$ cat src/rtl/core/bha_pkg.sv
// Package for the bitmap handle allocator: map geometry, request/response words,
// opcode and status codes, and the controller/datapath command and status structs.
// No dependencies.
package bha_pkg;

    localparam int NUM_HANDLES = 65536;
    // Must be a power of two: handles split into word index and bit index by bit slicing.
    localparam int WORD_BITS   = 64;
    localparam int MAP_WORDS   = (NUM_HANDLES + WORD_BITS - 1) / WORD_BITS;
    localparam int WADDR_W     = (MAP_WORDS > 1) ? $clog2(MAP_WORDS) : 1;
    localparam int BIT_W       = $clog2(WORD_BITS);
    localparam int HANDLE_W    = 16;
    // Handles that fit in the last word; the rest of that word stays clear.
    localparam int LAST_BITS   = NUM_HANDLES - (MAP_WORDS - 1) * WORD_BITS;

    localparam logic OP_ALLOC     = 1'b0;
    localparam logic OP_FREE      = 1'b1;
    localparam logic STATUS_OK    = 1'b0;
    localparam logic STATUS_EMPTY = 1'b1;

    typedef struct packed {
        logic                opcode;
        logic [HANDLE_W-1:0] handle_in;
    } bha_req_t;

    typedef struct packed {
        logic [HANDLE_W-1:0] handle_out;
        logic                status;
    } bha_rsp_t;

    typedef struct packed {
        logic clr_wr;       // write reset pattern at current address
        logic addr_zero;    // point at word 0
        logic addr_handle;  // point at word of the request handle
        logic addr_inc;     // step to next word
        logic rd_en;        // read word at the new address
        logic latch_req;    // capture request word
        logic wr_alloc;     // write back word with lowest free bit cleared
        logic wr_rel;       // write back word with released bit set
        logic emit_alloc;
        logic emit_fail;
        logic emit_rel;
    } bha_cmd_t;

    typedef struct packed {
        logic addr_last;    // current address is the last map word
        logic word_nz;      // word read last cycle has a free bit
    } bha_stat_t;

    // Reset value of one map word: every real handle free.
    function automatic logic [WORD_BITS-1:0] word_valid_mask(input logic [WADDR_W-1:0] w);
        logic [WORD_BITS-1:0] m;
        m = '1;
        if (32'(w) == 32'(MAP_WORDS - 1))
        begin
            m = WORD_BITS'((65'(1) << LAST_BITS) - 65'(1));
        end
        return m;
    endfunction

endpackage

$ cat src/rtl/core/bha_ctrl.sv
// Controller FSM for the bitmap handle allocator: reset clear pass, word scan
// on allocate, read-modify-write on release. Depends on bha_pkg.
module bha_ctrl (
    input  logic              clk,
    input  logic              rst_n,
    input  logic              start,
    input  logic              opcode,
    input  bha_pkg::bha_stat_t stat,
    output bha_pkg::bha_cmd_t  cmd,
    output logic              busy
);
    import bha_pkg::*;

    localparam logic [2:0] S_CLEAR = 3'd0;
    localparam logic [2:0] S_IDLE  = 3'd1;
    localparam logic [2:0] S_SCAN  = 3'd2;
    localparam logic [2:0] S_ALLOC = 3'd3;
    localparam logic [2:0] S_REL   = 3'd4;

    logic [2:0] state_reg;
    logic [2:0] state_next;

    always_ff @(posedge clk or negedge rst_n)
    begin
        if (!rst_n)
        begin
            state_reg <= S_CLEAR;
        end
        else
        begin
            state_reg <= state_next;
        end
    end

    always_comb
    begin
        cmd        = '0;
        state_next = state_reg;
        unique case (state_reg)
            S_CLEAR:
            begin
                cmd.clr_wr   = 1'b1;
                cmd.addr_inc = 1'b1;
                if (stat.addr_last)
                begin
                    state_next = S_IDLE;
                end
            end
            S_IDLE:
            begin
                if (start)
                begin
                    cmd.latch_req = 1'b1;
                    cmd.rd_en     = 1'b1;
                    if (opcode == OP_ALLOC)
                    begin
                        cmd.addr_zero = 1'b1;
                        state_next    = S_SCAN;
                    end
                    else
                    begin
                        cmd.addr_handle = 1'b1;
                        state_next      = S_REL;
                    end
                end
            end
            S_SCAN:
            begin
                priority if (stat.word_nz)
                begin
                    state_next = S_ALLOC;
                end
                else if (stat.addr_last)
                begin
                    cmd.emit_fail = 1'b1;
                    state_next    = S_IDLE;
                end
                else
                begin
                    cmd.addr_inc = 1'b1;
                    cmd.rd_en    = 1'b1;
                end
            end
            S_ALLOC:
            begin
                cmd.wr_alloc   = 1'b1;
                cmd.emit_alloc = 1'b1;
                state_next     = S_IDLE;
            end
            S_REL:
            begin
                cmd.wr_rel   = 1'b1;
                cmd.emit_rel = 1'b1;
                state_next   = S_IDLE;
            end
            default:
            begin
                state_next = S_IDLE;
            end
        endcase
    end

    assign busy = (state_reg != S_IDLE);

endmodule

$ cat config.mk
export PLATFORM = sky130hd
export DESIGN_NAME = bha_ctrl
export DESIGN_NICKNAME = d
export VERILOG_FILES = /design/src/rtl/core/bha_pkg.sv /design/src/rtl/core/bha_ctrl.sv
export SDC_FILE = /design/constraint.sdc
export NUM_CORES = 1
export LEC_CHECK = 0
export BUFFER_PORTS_ARGS = -buffer_cell sky130_fd_sc_hd__buf_2
export CAP_MARGIN = 30
export CORE_AREA = 2 2 39 41
export DETAILED_ROUTE_END_ITERATION = 8
export DIE_AREA = 0 0 41 43
export GPL_TIMING_DRIVEN = 1
export PLACE_DENSITY = 0.53
export SYNTH_ARGS = -nofsm -noshare
export SYNTH_HDL_FRONTEND = slang
export SYNTH_SLANG_ARGS = --single-unit
$ cat constraint.sdc
create_clock -name clk -period 1.2 [get_ports clk]
set_input_delay 0.12 -clock clk [delete_from_list [all_inputs] [get_ports clk]]
set_output_delay 0.12 -clock clk [all_outputs]
set_load 0.1 [all_outputs]
==> reports/qor.csv, run 1 <==
metric,value,unit
outcome,finished with violations,
violations,setup timing,
avgSynthCellArea,8.62,sq um
tightest_slew,0.279,ns
h-tree-depth,1,
cp-start-kind,register,
comb_power_share,83.7,%
skew,0.00127,ns
vias,319,
ant_nets,0,
numCtsBuffers,3,
clock_latency,0.23,ns
drive_gt1_share,82.0,%
die_h,43,um
setup_viol,12,
finalCritPeriodShare,122,%
area_growth,218,%
nNetsFinal,68,
cap_violations,0,
clkPwrFrac,8.1,%
placed_area,683,sq um
dp_hpwl,668,um
ios,18,
cts_root_buf,clkbuf_4,
p_int,1.00,mW
finalWirelength,782,um
fillerInstances,113,
numClockSinks,3,
grt_pass1_wl,1360,um
placedCellCount,69,
ir_drop,1.09,mV
crit_chain,and4bb_4 > nor2b_4 > buf_12,
p_leak,0.323,nW
port-buffer-count,17,
preCtsSetupSlack,-0.0839,ns
hold_depth,2,
start_util,17.5,%
grt_overflow,0,
rsz0062_at_grt,yes,
fin_ws,-0.264,ns
critPathKind,reg -> out,
first_pass_iters,2,
cp_data_arrival_time,1.34,ns
relSlewSlack,81.3,%
seq_area_frac_synth,31.1,%
cp-end-kind,output pin,
synth_area,241,sq um
dr_wl_met2,452,um
post-route-min-period,1.46,ns
wl_met1,289,um
p_seq_share,8.2,%
hold_viol,0,
synth_top_area_cell,dfrtp_1,
fp-row-count,14,
synthTopCellsByArea,"dfrtp_1 (31%), nand3b_1 (9.3%), buf_4 (6.2%), nor3b_1 (6.2%), and2_1 (5.2%)",
synthesis.nets,34,
grtUsageTotal,11.9,%
die-area,0.00176,sq mm
clk_pin_slew_worst_paths,0.03,ns
antenna_cells,0,
via_per_inst,4.14,
largest_reg_flops,3,
maxUsedRoutingLayer,met3,
utilization,55.4,%
ys_types,16,
cpPeakStageDelay,0.41,ns
synth_top_area_share,31.1,%
drt_iter0_markers,1,
fmax,0.683,GHz
core-area,0.00138,sq mm
critPathRequiredTime,1.08,ns
dr_wl_met3,40,um
critPathSlowestCell,dfrtp_2,
ys.warnings.count,0,
slew_viol_final,0,
hold_class,in -> reg,
gp_congestion,0.698,
p_per_area,2780,mW/mm^2
sw_frac_of_total,52.9,%
synthCells,28,
drcViolationCount,0,
cts_tree,built,
grt_max_degree,7,
clockBufferDepth,2,
final_cell_count_no_fill,77,
r2r_cells,4,
chipWidth,41,um
final_cell_area,767,sq um
grt_pass1_vias,338,
antenna_found_initial,0,
yosys_register_bits,3,
crit_path_max_fanout,4,
wl_per_cell,10.2,um
netSwitchingPower,1.13,mW
[metal layers]
layer  vias up  global-route usage (%)
met5         -                       0
met2        10                    18.8
met3         0                    4.19
met4         0                    8.00
met1       145                    12.3
li1        164                       -
[cell usage after synthesis]
| cell type | instances |
|---|---|
| a211o_2 | 1 |
| a21o_1 | 1 |
| a21oi_1 | 1 |
| and2_1 | 2 |
| and4bb_2 | 1 |
| buf_2 | 2 |
| buf_4 | 2 |
| dfrtp_1 | 3 |
| inv_2 | 1 |
| nand3b_1 | 3 |
| nor2_1 | 3 |
| nor2b_1 | 2 |
| nor3_1 | 2 |
| nor3b_1 | 2 |
| nor4b_1 | 1 |
| o32a_1 | 1 |
[power by group through the flow]
stage                     Combinational (mW)  Sequential [mW]  Clock (mW)
after floorplan                         1.13            0.163           0
after global placement                  1.68            0.169           0
after detailed placement                1.68            0.174           0
after CTS                               1.75            0.170       0.180
after global routing                    1.84            0.181       0.203
final                                   1.78            0.174       0.173
[final timing paths]
check / startpoint / slack, ns / to
worst min register to register: state_reg[2] / 0.71 / state_reg[1]
worst min-delay path: opcode / 0.20 / state_reg[2]
max in group asynchronous: rst_n / 0.87 / state_reg[1]
min in group asynchronous: rst_n / 0.22 / state_reg[0]
worst max register to register: state_reg[0] / 0 / state_reg[1]
worst max-delay path: state_reg[1] / -0.26 / cmd[9]
[worst max-delay path: cells and delay by family, from the launching register on]
family	cells	cell delay, ns
AND/OR/NAND/NOR	2	0.52
buffers and inverters	1	0.18
flip-flops	1	0.41
[placed cells by master, fill, tap and decap left out]
cell type       n
a211o_2         1
a21o_1          1
a21oi_4         1
and2_1          1
and2_4          1
and4bb_4        1
buf_12         12
buf_2           5
buf_4           9
buf_6           6
clkbuf_1        1
clkbuf_4        3
dfrtp_2         3
dlygate4sd3_1   1
inv_4           1
nand3b_1        3
nor2_1          2
nor2_2          1
nor2b_1         1
nor2b_4         1
nor3_4          2
nor3b_4         2
nor4b_4         1
o32a_1          1
[stage by stage]
stage	hold slack (ns)	power, mW	setup TNS (ns)
2_1_floorplan	-0.176	1.29	-4.51
3_3_place_gp	-0.0833	1.84	-0.0905
3_5_place_dp	-0.0834	1.86	-0.220
4_1_cts	0.201	2.10	-2.76
5_1_grt	0.196	2.23	-3.31
6_report	0.202	2.13	-2.53
[logic make-up (layout without fill, tap and decap cells)]
family                 Yosys count  in the layout  share of synthesized area (%)
and+or+nand+nor                 16             16                           43.5
buffers and inverters            5             38                           11.9
AOI/OAI and AO/OA                4              4                           13.5
DFF                              3              3                           31.1
[cell type report]
class / instances / area (sq um) / share of cell area (%)
Tap cell: 16 / 20.0 / 2.61
Inverter: 1 / 6.26 / 0.816
Clock buffer: 4 / 26.3 / 3.43
Multi-Input combinational cell: 20 / 225 / 29.4
Timing Repair Buffer: 33 / 410 / 53.5
Sequential cell: 3 / 78.8 / 10.3
[repair_timing]
action,in CTS,in global routing
gates resized for setup,3,5
hold buffers,1,0
hold endpoints to repair,3,0
setup endpoints to repair,12,13
setup buffers,2,1
pin swaps,6,3
(Power assumes the default switching activity.)
==> inputs of run 2 (changes only) <==
--- a/config.mk
+++ b/config.mk
@@ -11,7 +11,7 @@
 export DETAILED_ROUTE_END_ITERATION = 8
 export DIE_AREA = 0 0 41 43
 export GPL_TIMING_DRIVEN = 1
-export PLACE_DENSITY = 0.53
+export PLACE_DENSITY = 0.55
 export SYNTH_ARGS = -nofsm -noshare
 export SYNTH_HDL_FRONTEND = slang
 export SYNTH_SLANG_ARGS = --single-unit
==> constraint.sdc (replaced) <==
create_clock -name clk -period 1.3 [get_ports clk]
set_input_delay 0.13 -clock clk [delete_from_list [all_inputs] [get_ports clk]]
set_output_delay 0.13 -clock clk [all_outputs]
set_load 0.1 [all_outputs]
==> run 2 against run 1 <==
The flow still finishes with violations (setup timing). Clock-buffer cell count stayed put. First-iteration DRC count grew to 3.0 times the previous value. Largest power group unchanged. Critical endpoint is now cmd[1]. Register-to-register slack better by 0.02 ns. Global-route usage is 0.20 points lower. Critical path depth stayed put. Via count is 4.7% higher. Setup slack better by 0.080 ns. Hold slack better by 0.00073 ns. Routed wire length is 11% higher.
==> reports/qor.csv, run 2 (same netlist as run 1, synthesis figures left out) <==
metric,value,unit,change
netSwitchingPower,1.07,mW,-5.4%
grtUsageTotal,11.7,%,-0.20 points
wl_per_cell,11.0,um,+7.9%
final_cell_area,797,sq um,+3.9%
setup_viol,11,,-1
h-tree-depth,1,,unchanged
antenna_cells,0,,unchanged
drive_gt1_share,81.0,%,-1.0 points
p_per_area,2530,mW/mm^2,-9.1%
numClockSinks,3,,unchanged
rr_endpoint,state_reg[0],,
first_pass_iters,4,,+2
chipWidth,41,um,unchanged
cts_root_buf,clkbuf_4,,
cp-end-kind,output pin,,
area_growth,230,%,
finalCritPeriodShare,114,%,
clockBufferDepth,2,,unchanged
cp_data_arrival_time,1.35,ns,about the same
cts_tree,built,,
hold_end,state_reg[2],,
start_util,17.5,%,unchanged
gp_congestion,0.689,,-1.3%
hold_class,in -> reg,,
utilization,57.6,%,+2.2 points
nNetsFinal,70,,+2.9%
tightest_slew,0.282,ns,+0.00237 ns
antenna_found_initial,0,,unchanged
crit_path_max_fanout,7,,+3
sw_frac_of_total,53.0,%,+0.085 points
p_seq_share,8.2,%,about the same
ir_drop,0.919,mV,-16%
grt_pass1_wl,1400,um,+3.0%
relSlewSlack,81.2,%,-0.15 points
drcViolationCount,0,,unchanged
ff2ff_setup_slack,0.02,ns,+0.02 ns
crit_chain,buf_6 > nor4b_4 > buf_12,,
via_per_inst,4.23,,+2.1%
core-area,0.00138,sq mm,unchanged
cpPeakStageDelay,0.44,ns,+0.03 ns
skew,0.00386,ns,+0.00259 ns
drt_iter0_markers,3,,+2
preCtsSetupSlack,0.00692,ns,+0.0908 ns
power,2.01,mW,-5.6%
fmax,0.674,GHz,
timing.hold.ws,0.203,ns,+0.000726 ns
worstPathBufferInverterCount,2,,+1
dp_hpwl,623,um,-6.7%
layout_common_cells,"buf_12 (13), buf_4 (13), buf_2 (5)",,
comb_power_share,83.6,%,about the same
ios,18,,unchanged
cap_violations,0,,unchanged
largest_reg_flops,3,,unchanged
clock_latency,0.23,ns,about the same
cp_top_family,flip-flops,,
critPathSlowestCell,dfrtp_2,,
outcome,finished with violations,,
r2r_cells,4,,unchanged
grt_max_degree,9,,+2
critPathKind,reg -> out,,
die-area,0.00176,sq mm,unchanged
final_cell_count_no_fill,79,,+2.6%
port-buffer-count,17,,unchanged
slew_viol_final,0,,unchanged
placedCellCount,66,,-4.3%
hold_viol,0,,unchanged
grt_pass1_vias,350,,+3.6%
rsz0062_at_grt,yes,,
fin_ws,-0.184,ns,+0.0800 ns
finalWirelength,866,um,+11%
ant_nets,0,,unchanged
critPathRequiredTime,1.17,ns,+0.09 ns
fp-row-count,14,,unchanged
p_int,0.946,mW,-5.7%
cp-start-kind,register,,
grt_overflow,0,,unchanged
finalSetupTns,-1.59,ns,+0.934 ns
numCtsBuffers,3,,unchanged
violations,setup timing,,
hold_depth,2,,unchanged
clkPwrFrac,8.2,%,about the same
p_leak,0.339,nW,+4.9%
die_h,43,um,unchanged
placed_area,673,sq um,-1.5%
clk_pin_slew_worst_paths,0.03,ns,about the same
r2r-start,state_reg[0],,
post-route-min-period,1.48,ns,
worstHoldStart,opcode,,
vias,334,,+4.7%
## run 2: final cells by class
| cell class | count | area (sq um) |
|---|---|---|
| Clock buffer | 4 | 26.3 |
| Fill cell | 122 | 587 |
| Inverter | 1 | 16.3 |
| Multi-Input combinational cell | 20 | 230 |
| Sequential cell | 3 | 77.6 |
| Tap cell | 16 | 20.0 |
| Timing Repair Buffer | 35 | 427 |
## run 2: worst register-to-register path, delay by kind of cell (launching register included)
family,cells,cell delay [ns]
flip-flops,1,0.44
AO/OA/AOI/OAI,2,0.43
buffers and inverters,2,0.29
## run 2: what timing repair did
action	4_1_cts	5_1_grt
endpoints found under the setup margin	12	12
endpoints found under the hold margin	3	0
pin swaps	7	4
hold buffers	1	0
cloned	0	0
buffers inserted	5	3
gates resized for setup	6	2
## run 2: routing by layer
layer	part of all wire (%)	vias to the layer above	global-route usage [%]
li1	-	169	-
met1	38	155	12.0
met2	58	10	19.4
met3	4.3	0	2.62
met4	0	0	8.00
met5	0	-	0
## run 2: how the worst max path moves through the flow
stage,start,to,cells past startpoint
finish,state_reg[0],cmd[1],3
global route,state_reg[2],cmd[9],3
CTS,state_reg[1],cmd[9],3
detailed placement,state_reg[0],cmd[1],3
global placement,state_reg[0],cmd[1],3
floorplan,state_reg[0],cmd[4],3
## run 2: power groups by stage
stage / registers [mW] / logic, mW / clock network (mW)
detailed placement: 0.168 / 1.55 / 0
global placement: 0.166 / 1.54 / 0
CTS: 0.165 / 1.63 / 0.174
finish: 0.165 / 1.68 / 0.164
global route: 0.170 / 1.73 / 0.182
floorplan: 0.151 / 1.04 / 0
==> inputs of run 3 (changes only) <==
--- a/config.mk
+++ b/config.mk
@@ -12,6 +12,7 @@
 export DIE_AREA = 0 0 41 43
 export GPL_TIMING_DRIVEN = 1
 export PLACE_DENSITY = 0.55
+export RECOVER_POWER = 100
 export SYNTH_ARGS = -nofsm -noshare
 export SYNTH_HDL_FRONTEND = slang
 export SYNTH_SLANG_ARGS = --single-unit
==> run 3 against run 2 <==
Clock skew barely moved. Sequential power barely moved. The flow still finishes with violations (setup timing). Sequential share of layout area barely moved. Die area did not move. Setup slack improved by 0.0027 ns. Flip-flop and latch count did not move. Clock power barely moved. Highest routed layer unchanged. Critical path type unchanged. Global-route usage did not move. Hold slack did not move.
==> reports/qor.csv, run 3 (same netlist as run 1, synthesis figures left out) <==
metric,value,unit,change
numClockSinks,3,,unchanged
drive_gt1_share,79.4,%,-1.6 points
ios,18,,unchanged
nNetsFinal,70,,unchanged
fmax,0.675,GHz,+0.18%
grt_pass1_vias,350,,unchanged
drcViolationCount,0,,unchanged
critPathRequiredTime,1.17,ns,about the same
grtUsageTotal,11.7,%,unchanged
antenna_found_initial,0,,unchanged
cp-end-kind,output pin,,
cts_tree,built,,
relSlewSlack,81.3,%,+0.11 points
skew,0.00391,ns,+0.0000504 ns
clockBufferDepth,2,,unchanged
cts_root_buf,clkbuf_4,,
fillerInstances,123,,+0.82%
worstPathBufferInverterCount,2,,unchanged
grt_pass1_wl,1400,um,unchanged
chipWidth,41,um,unchanged
dp_hpwl,623,um,unchanged
numCtsBuffers,3,,unchanged
finalWirelength,859,um,-0.81%
start_util,17.5,%,unchanged
die_h,43,um,unchanged
largest_reg_flops,3,,unchanged
gp_congestion,0.689,,unchanged
first_pass_iters,4,,unchanged
cpPeakStageDelay,0.44,ns,about the same
crit_path_max_fanout,7,,unchanged
layout_common_cells,"buf_12 (13), buf_4 (13), buf_2 (4)",,
core-area,0.00138,sq mm,unchanged
fin_ws,-0.181,ns,+0.00269 ns
tightest_slew,0.280,ns,-0.00170 ns
area_growth,230,%,
slew_viol_final,0,,unchanged
wl_per_cell,10.9,um,-0.81%
cp-start-kind,register,,
p_leak,0.336,nW,-0.81%
via_per_inst,4.27,,+0.90%
setup_viol,11,,unchanged
violations,setup timing,,
fp-row-count,14,,unchanged
drt_iter0_markers,3,,unchanged
cp.depth,3,,unchanged
cp_top_family,flip-flops,,
p_per_area,2530,mW/mm^2,about the same
vias,337,,+0.90%
outcome,finished with violations,,
crit_chain,buf_6 > nor4b_4 > buf_12,,
port-buffer-count,17,,unchanged
cp_data_arrival_time,1.35,ns,about the same
utilization,57.5,%,-0.090 points
hold_class,in -> reg,,
r2r_cells,4,,unchanged
critPathSlowestCell,dfrtp_2,,
placedCellCount,66,,unchanged
rsz0062_at_grt,yes,,
post-route-min-period,1.48,ns,-0.00269 ns
hold_depth,2,,unchanged
critPathKind,reg -> out,,
die-area,0.00176,sq mm,unchanged
grt_max_degree,9,,unchanged
grt_overflow,0,,unchanged
finalCritPeriodShare,114,%,-0.21 points
cap_violations,0,,unchanged
hold_viol,0,,unchanged
ir_drop,0.919,mV,about the same
ant_nets,0,,unchanged
antenna_cells,0,,unchanged
clk_pin_slew_worst_paths,0.03,ns,about the same
clock_latency,0.23,ns,about the same
final_cell_count_no_fill,79,,unchanged
h-tree-depth,1,,unchanged
## run 3: cell type report
class | count | area [sq um] | area share (%)
Sequential cell | 3 | 77.6 | 9.75
Inverter | 1 | 16.3 | 2.04
Multi-Input combinational cell | 20 | 230 | 28.9
Tap cell | 16 | 20.0 | 2.52
Timing Repair Buffer | 35 | 425 | 53.5
Clock buffer | 4 | 26.3 | 3.30
## run 3: through the flow
stage                     TNS (ns)  power, mW  cell area (sq um)  hold WS [ns]  setup WS [ns]
after global placement           0       1.71                673       -0.0739         0.0293
after floorplan              -3.43       1.19                370        -0.166         -0.522
final                        -1.59       2.01                796         0.203         -0.181
after global routing         -2.16       2.09                796         0.210         -0.222
after CTS                    -1.66       1.97                766         0.196         -0.186
after detailed placement         0       1.72                673       -0.0711        0.00692
## run 3: layer usage
metal	share of wire (%)	global-route usage, %	vias up
li1	-	-	169
met2	58	19.4	12
met5	0	0	-
met4	0	8.00	0
met3	4.8	2.62	0
met1	37	12.0	156
## run 3: final timing paths
| check | from | to | slack (ns) |
|---|---|---|---|
| min in group asynchronous | rst_n | state_reg[1] | 0.24 |
| setup reg to reg | state_reg[0] | state_reg[0] | 0.02 |
| hold / removal | opcode | state_reg[2] | 0.20 |
| max in group asynchronous | rst_n | state_reg[0] | 0.89 |
| setup / recovery | state_reg[0] | cmd[1] | -0.18 |
| hold reg to reg | state_reg[2] | state_reg[1] | 0.71 |
## run 3: repair_timing
action                                 4_1_cts  5_1_grt
hold buffers                                 1        0
setup endpoints to repair                   12       12
endpoints found under the hold margin        3        0
gates resized for setup                      6        2
pin swaps                                    7        4
buffers inserted                             5        3
## run 3: power breakdown
part           switching [mW]  total [mW]  internal, mW  leakage, nW
combinational           0.976        1.68         0.707        0.286
sequential             0.0418       0.165         0.123       0.0354
clock                  0.0494       0.164         0.115       0.0150
total                    1.07        2.01         0.945        0.336
